$ cat config.mk
export PLATFORM = sky130hd
export DESIGN_NAME = jds_fifo
export DESIGN_NICKNAME = d
export VERILOG_FILES = /design/src/design/jds_pkg.sv /design/src/design/jds_fifo.sv
export SDC_FILE = /design/constraint.sdc
export NUM_CORES = 1
export LEC_CHECK = 0
export BUFFER_PORTS_ARGS = -buffer_cell sky130_fd_sc_hd__clkbuf_2
export CORE_MARGIN = 1.5
export CORE_UTILIZATION = 50
export DETAILED_ROUTE_END_ITERATION = 8
export PLACE_DENSITY = 0.65
export SLEW_MARGIN = 20
export SYNTH_ARGS = -nofsm -noshare
export SYNTH_HDL_FRONTEND = slang
export SYNTH_SLANG_ARGS = --single-unit
$ cat constraint.sdc
create_clock -name i_clk -period 29.7 [get_ports i_clk]
set_input_delay 5.94 -clock i_clk [delete_from_list [all_inputs] [get_ports i_clk]]
set_output_delay 5.94 -clock i_clk [all_outputs]
set_load 0.02 [all_outputs]
$ cat src/design/jds_pkg.sv
`timescale 1ns / 1ps
package jds_pkg;

    localparam int JDS_FIFO_DEPTH = 8;
    localparam int JDS_IN_W       = 144;
    localparam int JDS_OUT_W      = 96;
    localparam int JDS_RED_BITS   = 20;
    localparam int JDS_CORDIC_N   = 20;
    localparam int JDS_SQRT_N     = 32;
    localparam int JDS_DIV_N      = 18;
    localparam int JDS_HUE_MAX    = 23040;
    localparam int JDS_HUE_ZERO   = 11520;
    localparam int JDS_SAT_ONE    = 65536;
    localparam int JDS_ANG_90     = 90 * 65536;
    localparam int JDS_HUE_OFS    = 180 * 65536 + 512;

    typedef struct packed {
        logic [15:0] tag;
        logic        s0;
        logic        s1;
        logic [19:0] m0;
        logic [19:0] m1;
        logic [39:0] sq0;
        logic [39:0] sq1;
        logic [39:0] sq2;
        logic [39:0] sq3;
    } t_fq;

    localparam int JDS_FQ_W = $bits(t_fq);

    function automatic logic [21:0] jds_atan(input int i);
        logic [21:0] v;
        case (i)
            0:       v = 22'd2949120;
            1:       v = 22'd1740967;
            2:       v = 22'd919879;
            3:       v = 22'd466945;
            4:       v = 22'd234379;
            5:       v = 22'd117304;
            6:       v = 22'd58666;
            7:       v = 22'd29335;
            8:       v = 22'd14668;
            9:       v = 22'd7334;
            10:      v = 22'd3667;
            11:      v = 22'd1833;
            12:      v = 22'd917;
            13:      v = 22'd458;
            14:      v = 22'd229;
            15:      v = 22'd115;
            16:      v = 22'd57;
            17:      v = 22'd29;
            18:      v = 22'd14;
            default: v = 22'd7;
        endcase
        return v;
    endfunction

endpackage

$ cat src/design/jds_fifo.sv
`timescale 1ns / 1ps
module jds_fifo
    import jds_pkg::*;
#(
    parameter int DEPTH = JDS_FIFO_DEPTH
) (
    input  logic                         i_clk,
    input  logic                         i_rst_n,
    input  logic                         i_push,
    input  t_fq                          i_data,
    input  logic                         i_pop,
    output logic                         o_valid,
    output t_fq                          o_data,
    output logic [$clog2(DEPTH+1)-1:0]   o_level
);
    localparam int AW = $clog2(DEPTH);
    localparam int CW = $clog2(DEPTH + 1);

    t_fq           r_mem [DEPTH];
    logic [AW-1:0] r_wr, r_rd;
    logic [CW-1:0] r_cnt;

    always_ff @(posedge i_clk) begin
        if (!i_rst_n) begin
            r_wr  <= '0;
            r_rd  <= '0;
            r_cnt <= '0;
        end else begin
            if (i_push) begin
                r_wr <= (r_wr == AW'(DEPTH - 1)) ? '0 : r_wr + 1'b1;
            end
            if (i_pop) begin
                r_rd <= (r_rd == AW'(DEPTH - 1)) ? '0 : r_rd + 1'b1;
            end
            r_cnt <= r_cnt + CW'(i_push) - CW'(i_pop);
        end
    end

    always_ff @(posedge i_clk) begin
        if (i_push) begin
            r_mem[r_wr] <= i_data;
        end
    end

    assign o_valid = (r_cnt != '0);
    assign o_data  = r_mem[r_rd];
    assign o_level = r_cnt;

    a_no_overflow: assert property (@(posedge i_clk) disable iff (!i_rst_n)
        (r_cnt == CW'(DEPTH)) |-> !i_push || i_pop)
        else $error("push into full queue");
    a_no_underflow: assert property (@(posedge i_clk) disable iff (!i_rst_n)
        i_pop |-> r_cnt != '0)
        else $error("pop from empty queue");
    a_level_bound: assert property (@(posedge i_clk) disable iff (!i_rst_n)
        r_cnt <= CW'(DEPTH))
        else $error("queue level out of range");

endmodule

# After elaboration in Yosys (flattened, before gate mapping)
# Memories as Yosys holds them, arrays and structs flattened. A register that Yosys moved wholly into a read port is not among the register bits.
# Cells that the tools add are included.
# word_totals
reg_bits	10
ramBits	1744
input_bits	222
out_inout_bits	223
wordCells	17
memories	1
# memory_table
name	depth	word_bits	read_ports	rd_clocked_by_memory_dff	wr	line_no	source
r_mem	8	218	1	1	1	jds_fifo.sv:19	t_fq r_mem [DEPTH];
# op_classes
n_addsub	4
n_eq_ne	2
muxes	6
reduce_logical	1
# op_table
operator	n
$mux 3	4
$add 3x1->3 const B	2
$eq 3x3->1 const B	2
$add 4x1->4	1
$reduce_bool 4->1	1
$sub 4x1->4	1
$mux 1	2

# Longest topological paths before layout
# depth
depth_word	4
ltp_mapped	7
mapped_depth_nobuf	7

# Worst setup path before layout
# OpenSTA, ideal clock, no wires.
# synth_path
path_kind	input port to flip-flop
startpoint	input port i_push
endpoint	memory r_mem[0][0] in the netlist's numbering, enable pin
t_arrival_ns	20.718
setup_slack_ns	7.918
cell_stages	2
n_path_buf	0
path_cell_list	nand2b_1 -> nor3_1
# synth_between
elab_chain_cells	2
# synth_rtl
element	line_no	source
start, declared	jds_fifo.sv:9	input logic i_push,
$mux 1	jds_fifo.sv:40	if (i_push) begin
$mux 1 (not written as such)	jds_fifo.sv:41	r_mem[r_wr] <= i_data;
end, declared	jds_fifo.sv:19	
# Every way passes these cells.

==> flow_summary.json <==
{
  "status": "completed",
  "routedWlPerCell_um": 27.0,
  "fin_tns_setup_ps": 0,
  "syn_to_final_growth_pct": 15.1,
  "numCtsBuffers": 173,
  "die_w_um": 366,
  "avgSynthCellArea_um2": 25.4,
  "rrSetupSlack_ps": 25800,
  "antenna_found_initial": 29,
  "synthArstFlopShare": 0,
  "power_density_mw_per_mm2": 69.8,
  "ys_top_cells_by_area": "edfxtp_1 80%, mux4_2 15%, mux2_2 3.7%",
  "totalPowerFinal_mw": 5.29,
  "post_cts_resized": 0,
  "ctsHoldBuffers": 0,
  "ys_ff_latch": 1757,
  "crit_required_ps": 23760,
  "fp.dieH_um": 366,
  "cpMostUsedCell": "buf_4",
  "cts_root_buf": "clkbuf_16",
  "reg2reg_to": "r_mem[6][155]",
  "irDropWorstVdd_mv": 0.0607,
  "cts_tree": "built",
  "path_cells": "buf_4 -> buf_4 -> buf_6 -> buf_4 -> mux4_2 -> mux2_2 -> clkbuf_2",
  "synthesis.area_mm2": 0.0659,
  "critPathKind": "flop to output pin",
  "crit_buf_inv": 5,
  "yosys_warnings": 0,
  "drv_slew": 0,
  "ioPinCount": 445,
  "overflow": 0,
  "htreeDepth": 4,
  "start_util": 0.506,
  "synth_cell_types": 26,
  "clk_pin_slew_worst_paths_ps": 60,
  "crit_path_top_delay_cell": "buf_4",
  "mappedNetlistNets": 2822,
  "drive_gt1_frac": 0.426,
  "grtUsageTotal": 0.204,
  "vias": 28601,
  "dr.pass1.iters": 5,
  "critPathCaptureType": "output pin",
  "grt_pass1_vias": 31068,
  "crit_family": "buffers and inverters",
  "clk_latency_ps": 780,
  "fp-row-count": 132,
  "cp-endpoint": "o_data[100]",
  "cp.depth": 7,
  "grt_first_pass_wirelength_mm": 201,
  "arrival_ps": 5630,
  "min_period_ps": 11570,
  "synthCells": 2590,
  "tightest_slew_ps": 1130,
  "fillers": 9301,
  "final_hold_viol_count": 0,
  "start_kind": "flop",
  "fin_nets": 3363,
  "finalNonFillerCells": 5013,
  "fin_skew_ps": 29.0,
  "place_congestion": 0.742,
  "post-cts-setup-buffer-count": 0,
  "cts_buffer_depth": 3,
  "fmax_mhz": 86.5,
  "leakagePower_nw": 24.0,
  "slowest_delay_ps": 820,
  "rsz0062_at_grt": "false",
  "place_inst": 4697,
  "drt_wl_total_mm": 135,
  "fin_crit_sh": 0.389,
  "relSlewSlack": 0.244,
  "r2r-start": "r_wr[2]",
  "hold_path_class": "flop to flop",
  "r2r_cells": 5,
  "ant_nets": 0,
  "core_area_mm2": 0.130,
  "synth.yosys.seq_area_share": 0.799,
  "hpwl_mm": 72.5,
  "cp_max_fo": 53,
  "drc": 0,
  "setup_viol": 0,
  "grt_max_degree": 143,
  "maxCapViolations": 0,
  "cts_sinks": 1757,
  "dr.first_iter.drc_count": 2087,
  "vias_per_cell": 5.71,
  "dieArea_mm2": 0.134,
  "synth_top_area_share": 0.795,
  "synth_edf_count": 1744,
  "synth_area_leader_cell": "edfxtp_1",
  "fin_worst_hold_slack_ps": 562,
  "synthFlopType": "edfxtp_1",
  "port_buffers": 444
}
-- tightest hold or removal path: cells and delay by family (launching register included) --
family,cells,cell delay [ps]
flops,1,310
mux,1,130
simple gates,1,80
-- area by class of cell --
type,instances,area [um2],share of cell area
multi-input combinational,703,12700,0.167
tap,1742,2180,0.0287
antenna,14,35.0,0.000462
clock buffer,219,4600,0.0606
timing repair buffer,488,2690,0.0355
sequential,1757,52600,0.694
inverter,8,30.0,0.000396
clock inverter,82,960,0.0127
-- cells in the final DEF (no fill, tap or decap), types with 4 or more instances in the layout --
cell       instances
nor2_4             6
mux2_2           218
nand2b_1           4
bufinv_16         18
buf_12             9
nand2_1            6
clkinv_1          25
clkbuf_16        176
edfxtp_1        1744
and2_1             6
ha_1               9
clkbuf_1          40
inv_1              8
diode_2           14
buf_4             33
clkbuf_2         444
mux4_2           436
dfxtp_1           10
clkinv_8           4
clkinv_2          26
-- cell families after synthesis --
| family | after synthesis | synth area share |
|---|---|---|
| xor gates and xnor gates | 1 | 0.000133 |
| and+or+nand+nor | 29 | 0.00226 |
| adders and majority gates | 10 | 0.00201 |
| DFF | 1757 | 0.799 |
| buffers and inverters | 130 | 0.00912 |
| AOI/OAI and AO/OA | 6 | 0.000570 |
| muxes | 657 | 0.187 |
-- per-layer routing --
metal  global-route usage  vias to the layer above  share of wire
li1                     -                    12266              -
met1                0.256                    15311           0.39
met2                0.349                      755           0.52
met3               0.0501                      235          0.058
met4               0.0704                       34          0.027
met5                    0                        -         0.0016
-- how the worst min path moves through the flow --
stage	depth (start not counted)	slack, ps	to	from
finish	2	560	flop	r_rd[2]
CTS	2	560	flop	r_rd[2]
floorplan	2	510	flop	r_rd[2]
detailed placement	2	550	flop	r_rd[2]
global route	2	590	flop	r_rd[2]
global placement	2	510	flop	r_rd[2]
-- state kept, by name, indices dropped and copies added, names as in the netlist, named ones only --
signal,flops
r_rd,3
o_level,4
r_wr,3
r_mem,1744
-- where the power goes --
group          leakage (nW)  internal, mW  switching, mW
Clock                  2.71          1.25          0.879
Combinational          5.36         0.151          0.214
Sequential             16.0          2.78         0.0154
Total                  24.0          4.18           1.11
-- synth_stat cells, types with 2 or more instances --
cell type,number
buf_6,6
buf_1,6
nand2b_1,4
dfxtp_1,13
nand2_1,6
edfxtp_1,1744
nor2_1,6
ha_1,9
o22ai_1,2
mux4_2,436
mux2i_1,3
and2_1,6
nor2b_1,3
clkbuf_1,56
mux2_2,218
inv_1,8
nor3_1,2
buf_2,54
-- per-stage QoR --
stage / instance area [um2] / setup WS [ps] / util
after floorplan: 65900 / 7920 / -
after global placement: 70200 / 17990 / 0.539
after detailed placement: 70200 / 17930 / 0.539
after CTS: 75800 / 17040 / 0.582
after global routing: 75800 / 17540 / 0.582
final: 75800 / 18130 / 0.583
(Power assumes the default switching activity.)
