File: src/design/jds_pkg.sv
`timescale 1ns / 1ps
package jds_pkg;

    localparam int JDS_FIFO_DEPTH = 8;
    localparam int JDS_IN_W       = 144;
    localparam int JDS_OUT_W      = 96;
    localparam int JDS_RED_BITS   = 20;
    localparam int JDS_CORDIC_N   = 20;
    localparam int JDS_SQRT_N     = 32;
    localparam int JDS_DIV_N      = 18;
    localparam int JDS_HUE_MAX    = 23040;
    localparam int JDS_HUE_ZERO   = 11520;
    localparam int JDS_SAT_ONE    = 65536;
    localparam int JDS_ANG_90     = 90 * 65536;
    localparam int JDS_HUE_OFS    = 180 * 65536 + 512;

    typedef struct packed {
        logic [15:0] tag;
        logic        s0;
        logic        s1;
        logic [19:0] m0;
        logic [19:0] m1;
        logic [39:0] sq0;
        logic [39:0] sq1;
        logic [39:0] sq2;
        logic [39:0] sq3;
    } t_fq;

    localparam int JDS_FQ_W = $bits(t_fq);

    function automatic logic [21:0] jds_atan(input int i);
        logic [21:0] v;
        case (i)
            0:       v = 22'd2949120;
            1:       v = 22'd1740967;
            2:       v = 22'd919879;
            3:       v = 22'd466945;
            4:       v = 22'd234379;
            5:       v = 22'd117304;
            6:       v = 22'd58666;
            7:       v = 22'd29335;
            8:       v = 22'd14668;
            9:       v = 22'd7334;
            10:      v = 22'd3667;
            11:      v = 22'd1833;
            12:      v = 22'd917;
            13:      v = 22'd458;
            14:      v = 22'd229;
            15:      v = 22'd115;
            16:      v = 22'd57;
            17:      v = 22'd29;
            18:      v = 22'd14;
            default: v = 22'd7;
        endcase
        return v;
    endfunction

endpackage

File: src/design/jds_front.sv
`timescale 1ns / 1ps
module jds_front
    import jds_pkg::*;
#(
    parameter int DEPTH = JDS_FIFO_DEPTH
) (
    input  logic                        i_clk,
    input  logic                        i_rst_n,
    input  logic                        i_valid,
    output logic                        o_ready,
    input  logic [JDS_IN_W-1:0]         i_data,
    input  logic [$clog2(DEPTH+1)-1:0]  i_level,
    output logic                        o_push,
    output t_fq                         o_data
);
    localparam int CW = $clog2(DEPTH + 1);

    logic              r_v1, r_v2, r_v3;
    logic [15:0]       r_tag1, r_tag2;
    logic              r_s0_1, r_s1_1, r_s0_2, r_s1_2;
    logic [32:0]       r_g [4];
    logic [19:0]       r_m [4];
    t_fq               r_out;
    logic signed [32:0] w_a, w_b, w_c, w_d;
    logic signed [32:0] w_u [4];
    logic [32:0]       w_or;
    logic [3:0]        w_k;
    logic [CW+1:0]     w_busy;
    logic              w_acc;

    assign w_busy  = (CW+2)'(i_level) + (CW+2)'(r_v1) + (CW+2)'(r_v2) + (CW+2)'(r_v3);
    assign o_ready = w_busy < (CW+2)'(DEPTH);
    assign w_acc   = i_valid && o_ready;

    assign w_a = 33'(signed'(i_data[47:16]));
    assign w_b = 33'(signed'(i_data[79:48]));
    assign w_c = 33'(signed'(i_data[111:80]));
    assign w_d = 33'(signed'(i_data[143:112]));
    assign w_u[0] = w_a + w_d;
    assign w_u[1] = w_c - w_b;
    assign w_u[2] = w_a - w_d;
    assign w_u[3] = w_b + w_c;

    assign w_or = r_g[0] | r_g[1] | r_g[2] | r_g[3];

    always_comb begin
        w_k = '0;
        for (int i = JDS_RED_BITS; i < 33; i++) begin
            if (w_or[i]) begin
                w_k = 4'(i - JDS_RED_BITS + 1);
            end
        end
    end

    always_ff @(posedge i_clk) begin
        if (!i_rst_n) begin
            r_v1 <= 1'b0;
            r_v2 <= 1'b0;
            r_v3 <= 1'b0;
        end else begin
            r_v1 <= w_acc;
            r_v2 <= r_v1;
            r_v3 <= r_v2;
        end
    end

    always_ff @(posedge i_clk) begin
        r_tag1 <= i_data[15:0];
        r_s0_1 <= w_u[0][32];
        r_s1_1 <= w_u[1][32];
        for (int i = 0; i < 4; i++) begin
            r_g[i] <= w_u[i][32] ? 33'(-w_u[i]) : 33'(w_u[i]);
            r_m[i] <= 20'(r_g[i] >> w_k);
        end
        r_tag2        <= r_tag1;
        r_s0_2        <= r_s0_1;
        r_s1_2        <= r_s1_1;
        r_out.tag     <= r_tag2;
        r_out.s0      <= r_s0_2;
        r_out.s1      <= r_s1_2;
        r_out.m0      <= r_m[0];
        r_out.m1      <= r_m[1];
        r_out.sq0     <= r_m[0] * r_m[0];
        r_out.sq1     <= r_m[1] * r_m[1];
        r_out.sq2     <= r_m[2] * r_m[2];
        r_out.sq3     <= r_m[3] * r_m[3];
    end

    assign o_push = r_v3;
    assign o_data = r_out;

endmodule

File: config.mk
export PLATFORM = sky130hd
export DESIGN_NAME = jds_front
export DESIGN_NICKNAME = d
export VERILOG_FILES = /design/src/design/jds_pkg.sv /design/src/design/jds_front.sv
export SDC_FILE = /design/constraint.sdc
export NUM_CORES = 2
export LEC_CHECK = 0
export ABC_AREA = 1
export BUFFER_PORTS_ARGS = -buffer_cell sky130_fd_sc_hd__buf_2
export CAP_MARGIN = 20
export CORE_UTILIZATION = 60
export CTS_CLUSTER_SIZE = 14
export DETAILED_ROUTE_END_ITERATION = 7
export GPL_TIMING_DRIVEN = 0
export PLACE_DENSITY = 0.78
export RECOVER_POWER = 50
export SLEW_MARGIN = 5
export SYNTH_ARGS = -nofsm -noshare
export SYNTH_HDL_FRONTEND = slang
export SYNTH_SLANG_ARGS = --single-unit
File: constraint.sdc
create_clock -name i_clk -period 7.1 [get_ports i_clk]
set_input_delay 1.065 -clock i_clk [delete_from_list [all_inputs] [get_ports i_clk]]
set_output_delay 1.065 -clock i_clk [all_outputs]
set_load 0.05 [all_outputs]
After elaboration in Yosys (flattened, before gate mapping):

Memories as Yosys holds them, arrays and structs flattened.
Cells that the tools add are included.

* bits in registers: 257
* memory bits (writable): 212
* input port bits: 151
* output and inout port bits: 220
* word-level logic and storage cells: 61
* memories: 2

Memory list
* r_g: depth 4, bits a word 33, read ports 4, clocked after memory_dff 0, wr ports 4, line jds_front.sv:21 `logic [32:0] r_g [4];`
* r_m: depth 4, bits a word 20, read ports 4, clocked after memory_dff 0, wr ports 4, line jds_front.sv:22 `logic [19:0] r_m [4];`

* $add $sub $neg: 11
* $mul: 4
* order comparisons: 1
* shift operators: 4
* muxes and demuxes: 17
* bitwise gates (word level): 3
* reductions and logical operators: 1

Operators with widths (count)
* 20-bit by 20-bit multiplier with 40-bit output: 4
* 33-bit 2-to-1 mux: 4
* 33-bit negation: 4
* 33-bit by 4-bit right shift with 20-bit output: 4
* 33-bit OR: 3
* 32-bit by 32-bit adder with 33-bit output: 2
* 32-bit by 32-bit subtractor with 33-bit output: 2
* 4-bit 2-to-1 mux: 6
* 3-bit 2-to-1 mux: 4
* 5-bit by 1-bit adder with 6-bit output: 1
* 6-bit by 1-bit adder with 6-bit output: 1
* 6-bit by 4-bit < comparator with 1-bit output (second input constant): 1
* 4-bit by 1-bit adder with 5-bit output: 1
* 2-bit 2-to-1 mux: 2
* 1-bit logical AND: 1
* 1-bit 2-to-1 mux: 1

Depth between registers and ports, before layout:

An unclocked memory read counts as a cell.

* depth after elaboration: 18
* depth in mapped cells: 30
* mapped depth without buffers: 29

Worst setup path before layout:

OpenSTA, ideal clock, no wires.

* path kind: flip-flop to flip-flop
* start: memory r_m[1][8]
* end: register r_out, in the netlist o_data[115]
* setup time: 0.127 ns
* data arrival time: 6.395 ns
* data required time: 6.973 ns
* setup slack: 0.578 ns
* cell stages (with the launch flop): 24
* path buffers: 2
* clock period less this slack: 6.522 ns
* path through: dfxtp_1 clkbuf_1 buf_1 nand2_1 fa_1 inv_1 fa_1 fa_1 fa_1 inv_1 fa_1 inv_1 fa_1 fa_1 ha_1 a21oi_1 inv_1 a31oi_1 o21ai_0 a21oi_1 o21bai_1 a21boi_0 o21ai_0 xor2_1

RTL lines
* from (decl): line jds_front.sv:22
* to (decl): line jds_front.sv:23 `t_fq r_out;`

==> flow_summary.ini <==
[floorplanning]
die_w_um = 356.3
core-area_sq_mm = 0.1241
start_util = 0.6067
rows = 129
dieHeight_um = 356.3
die_area_sq_mm = 0.1269
pin_count = 371

[clocking]
holdBufCountCts = 0
clkSinkCount = 461
path_clk_slew_ps = 70
cts_buffers = 53
ctsHtreeMaxLevel = 2
clock_latency_ps = 670
cts_root_buf = clkbuf_16
cts.path.max_buffers = 3
cts_tree = built

[synth]
synth_warnings = 0
synth-seq-area-share = 0.1226
async_reset_ff_frac = 0
ys.flop_type = dfxtp_1
syn-cell-area_sq_mm = 0.07531
yosysUniqueCellTypes = 59
synth_seq_cells = 461
synth-edff-count = 0
synth.avg_cell_area_sq_um = 7.435
synthCells = 10130

[placement]
dp_hpwl_um = 205900
dpl-instance-area_sq_mm = 0.07920
port_buffers = 366
finalWeightedCongestion = 1.050

[critical_path]
cp.required_ps = 7630
arrival_ps = 7450
crit_type = reg2reg
end_kind = flip-flop
crit_path_frequent_cell = fa_1
crit_path_max_fanout = 10
timing.reg2reg.setup_slack_ps = 180
startpoint_type = flip-flop
critical-path-max-stage-delay_ps = 520
crit_chain = clkbuf_4, buf_4, nand2_1, fa_1, inv_1, fa_1, inv_1, fa_1, inv_1, fa_1, fa_1, fa_1, inv_1, fa_1, inv_1, ha_1, a21oi_1, o21ai_0, nor2_1, nand2_1, a21oi_2, o21ai_0, xor2_1
crit_slowest_cell = fa_1

[sta]
setup_tns_ps = 0
clock_skew_ps = 35.99
layout_min_cycle_time_ps = 6918
max_freq_mhz = 144.5
setup_violations = 0
period_share = 0.9744
slew_violations = 0
tightestPinTransition_ps = 977.0
max_slew_margin = 0.3487
finalHoldViolCount = 0

[global_routing]
antenna_found_initial = 7
grt_util_all_layers = 0.3827
grt_max_degree = 20
grt_overflow = 0
first_global_vias = 68920
grt_pass1_wl_um = 375000

[min_path]
hp-class = reg2reg

[run_status]
status = finished with violations
failed_checks = DRC

[drt]
ant_nets = 0
vias = 68070
vias_per_cell = 5.565
wl_per_cell_um = 19.89
drt_wl_total_um = 243300
drc = 50
drt_pass1_iterations = 8
drt-initial-drc-count = 6745

[final_layout]
area_growth_syn_to_layout_pct = 7.954
fin_util = 0.6550
final_common_cell = inv_1
drive_gt1_frac = 0.05514
stdcell_area_sq_mm = 0.08130
nets = 12560
layout_common_cells = 2369 x inv_1, 2268 x nand2_1, 1118 x fa_1

[flow_run]
cap_violations = 0
-- stage by stage --
stage	setup WS [ps]	hold WS, ps	instances
2_1_floorplan	577.9	309.6	10130
5_1_grt	-36.54	331.3	12230
3_3_place_gp	-963.8	309.6	12140
3_5_place_dp	-917.6	312.1	12140
4_1_cts	0.3739	324.4	12230
6_report	181.9	320.2	12230
-- kinds of logic (layout without fill, tap and decap cells) --
logic type      count (synthesis)  after routing  share of synthesized area
simple gates                 4004           4004                     0.2225
buf+inv                      2712           3172                     0.1371
fa+ha+maj                    1859           1859                     0.4203
compound gates                742            742                    0.05579
flops                         461            461                     0.1226
xor+xnor                      350            350                    0.04170
other cells                     1              7                 0.00004980
-- synthesized netlist by cell type (5+ instances only) --
master	count	area (sq um)
clkbuf_1	191	716.9
o21ai_0	185	925.9
buf_2	56	280.3
nand3b_1	13	97.59
nand3_1	898	4494
o21a_1	14	105.1
nor3_1	48	240.2
inv_2	9	33.78
and3_1	6	37.54
o21ai_1	20	100.1
buf_1	66	247.7
o21bai_1	53	397.9
nand4_1	72	450.4
nor2_2	12	75.07
o221ai_1	13	113.9
ha_1	741	9271
fa_1	1118	22380
xor2_2	5	81.33
a31oi_1	50	312.8
o31ai_1	6	45.04
xnor2_1	87	762.0
inv_1	2368	8889
nor2_1	609	2286
nand2_2	20	125.1
buf_4	19	142.6
xor2_1	256	2242
a211oi_1	5	37.54
nor4_1	29	181.4
a21boi_0	11	82.58
a21o_1	24	180.2
nand2_1	2266	8506
a21oi_1	334	1672
or2_2	10	62.56
dfxtp_1	461	9229
o211ai_1	5	37.54
-- state kept, by name, indices dropped and copies added (netlist names) --
name	flops
o_data	212
o_push	1
r_g	130
r_m	80
r_s0_1	1
r_s0_2	1
r_s1_1	1
r_s1_2	1
r_tag1	16
r_tag2	16
r_v1	1
r_v2	1
-- timing repair --
item / 4_1_cts / 5_1_grt
endpoints found under the setup margin: 83 / 56
buffers inserted: 1 / 1
pin swaps: 1 / 3
resized for setup: 162 / 211
-- per-layer routing --
layer  share of wire  wire, um  vias up  track usage
li1                -         -    31500            -
met1            0.40     96450    32550       0.4936
met2            0.46    111200     3352       0.6173
met3           0.096     23330      660      0.07857
met4           0.050     12260        6       0.1785
met5         0.00014        34        -            0
-- final timing paths --
check,startpoint,to,cells after the start
worst min register to register,r_tag2[10],o_data[212],0
worst min-delay path,r_tag2[10],o_data[212],0
worst max register to register,r_m[2][2],o_data[71],23
worst max-delay path,r_m[2][2],o_data[71],23
-- critical path, delay by kind of cell, from the launching register on --
family	cells	cell delay (ps)
XOR/XNOR	1	160
adder cells (fa/ha/maj)	8	3730
flip-flops	1	410
buffers and inverters	7	840
AO/OA/AOI/OAI	4	1170
AND/OR/NAND/NOR	3	470
-- area by class of cell --
class                           instances  area [sq um]
Antenna cell                            3         7.507
Buffer                                329          1765
Clock buffer                           67          1481
Clock inverter                         29         325.3
Fill cell                           10970         42820
Inverter                             2378          8926
Multi-Input combinational cell       6959         55910
Sequential cell                       461          9249
Tap cell                             1637          2048
Timing Repair Buffer                  369          1578
Power is not shown: default switching activity piles up to over one toggle a cycle in this logic, so the estimate is an artifact.
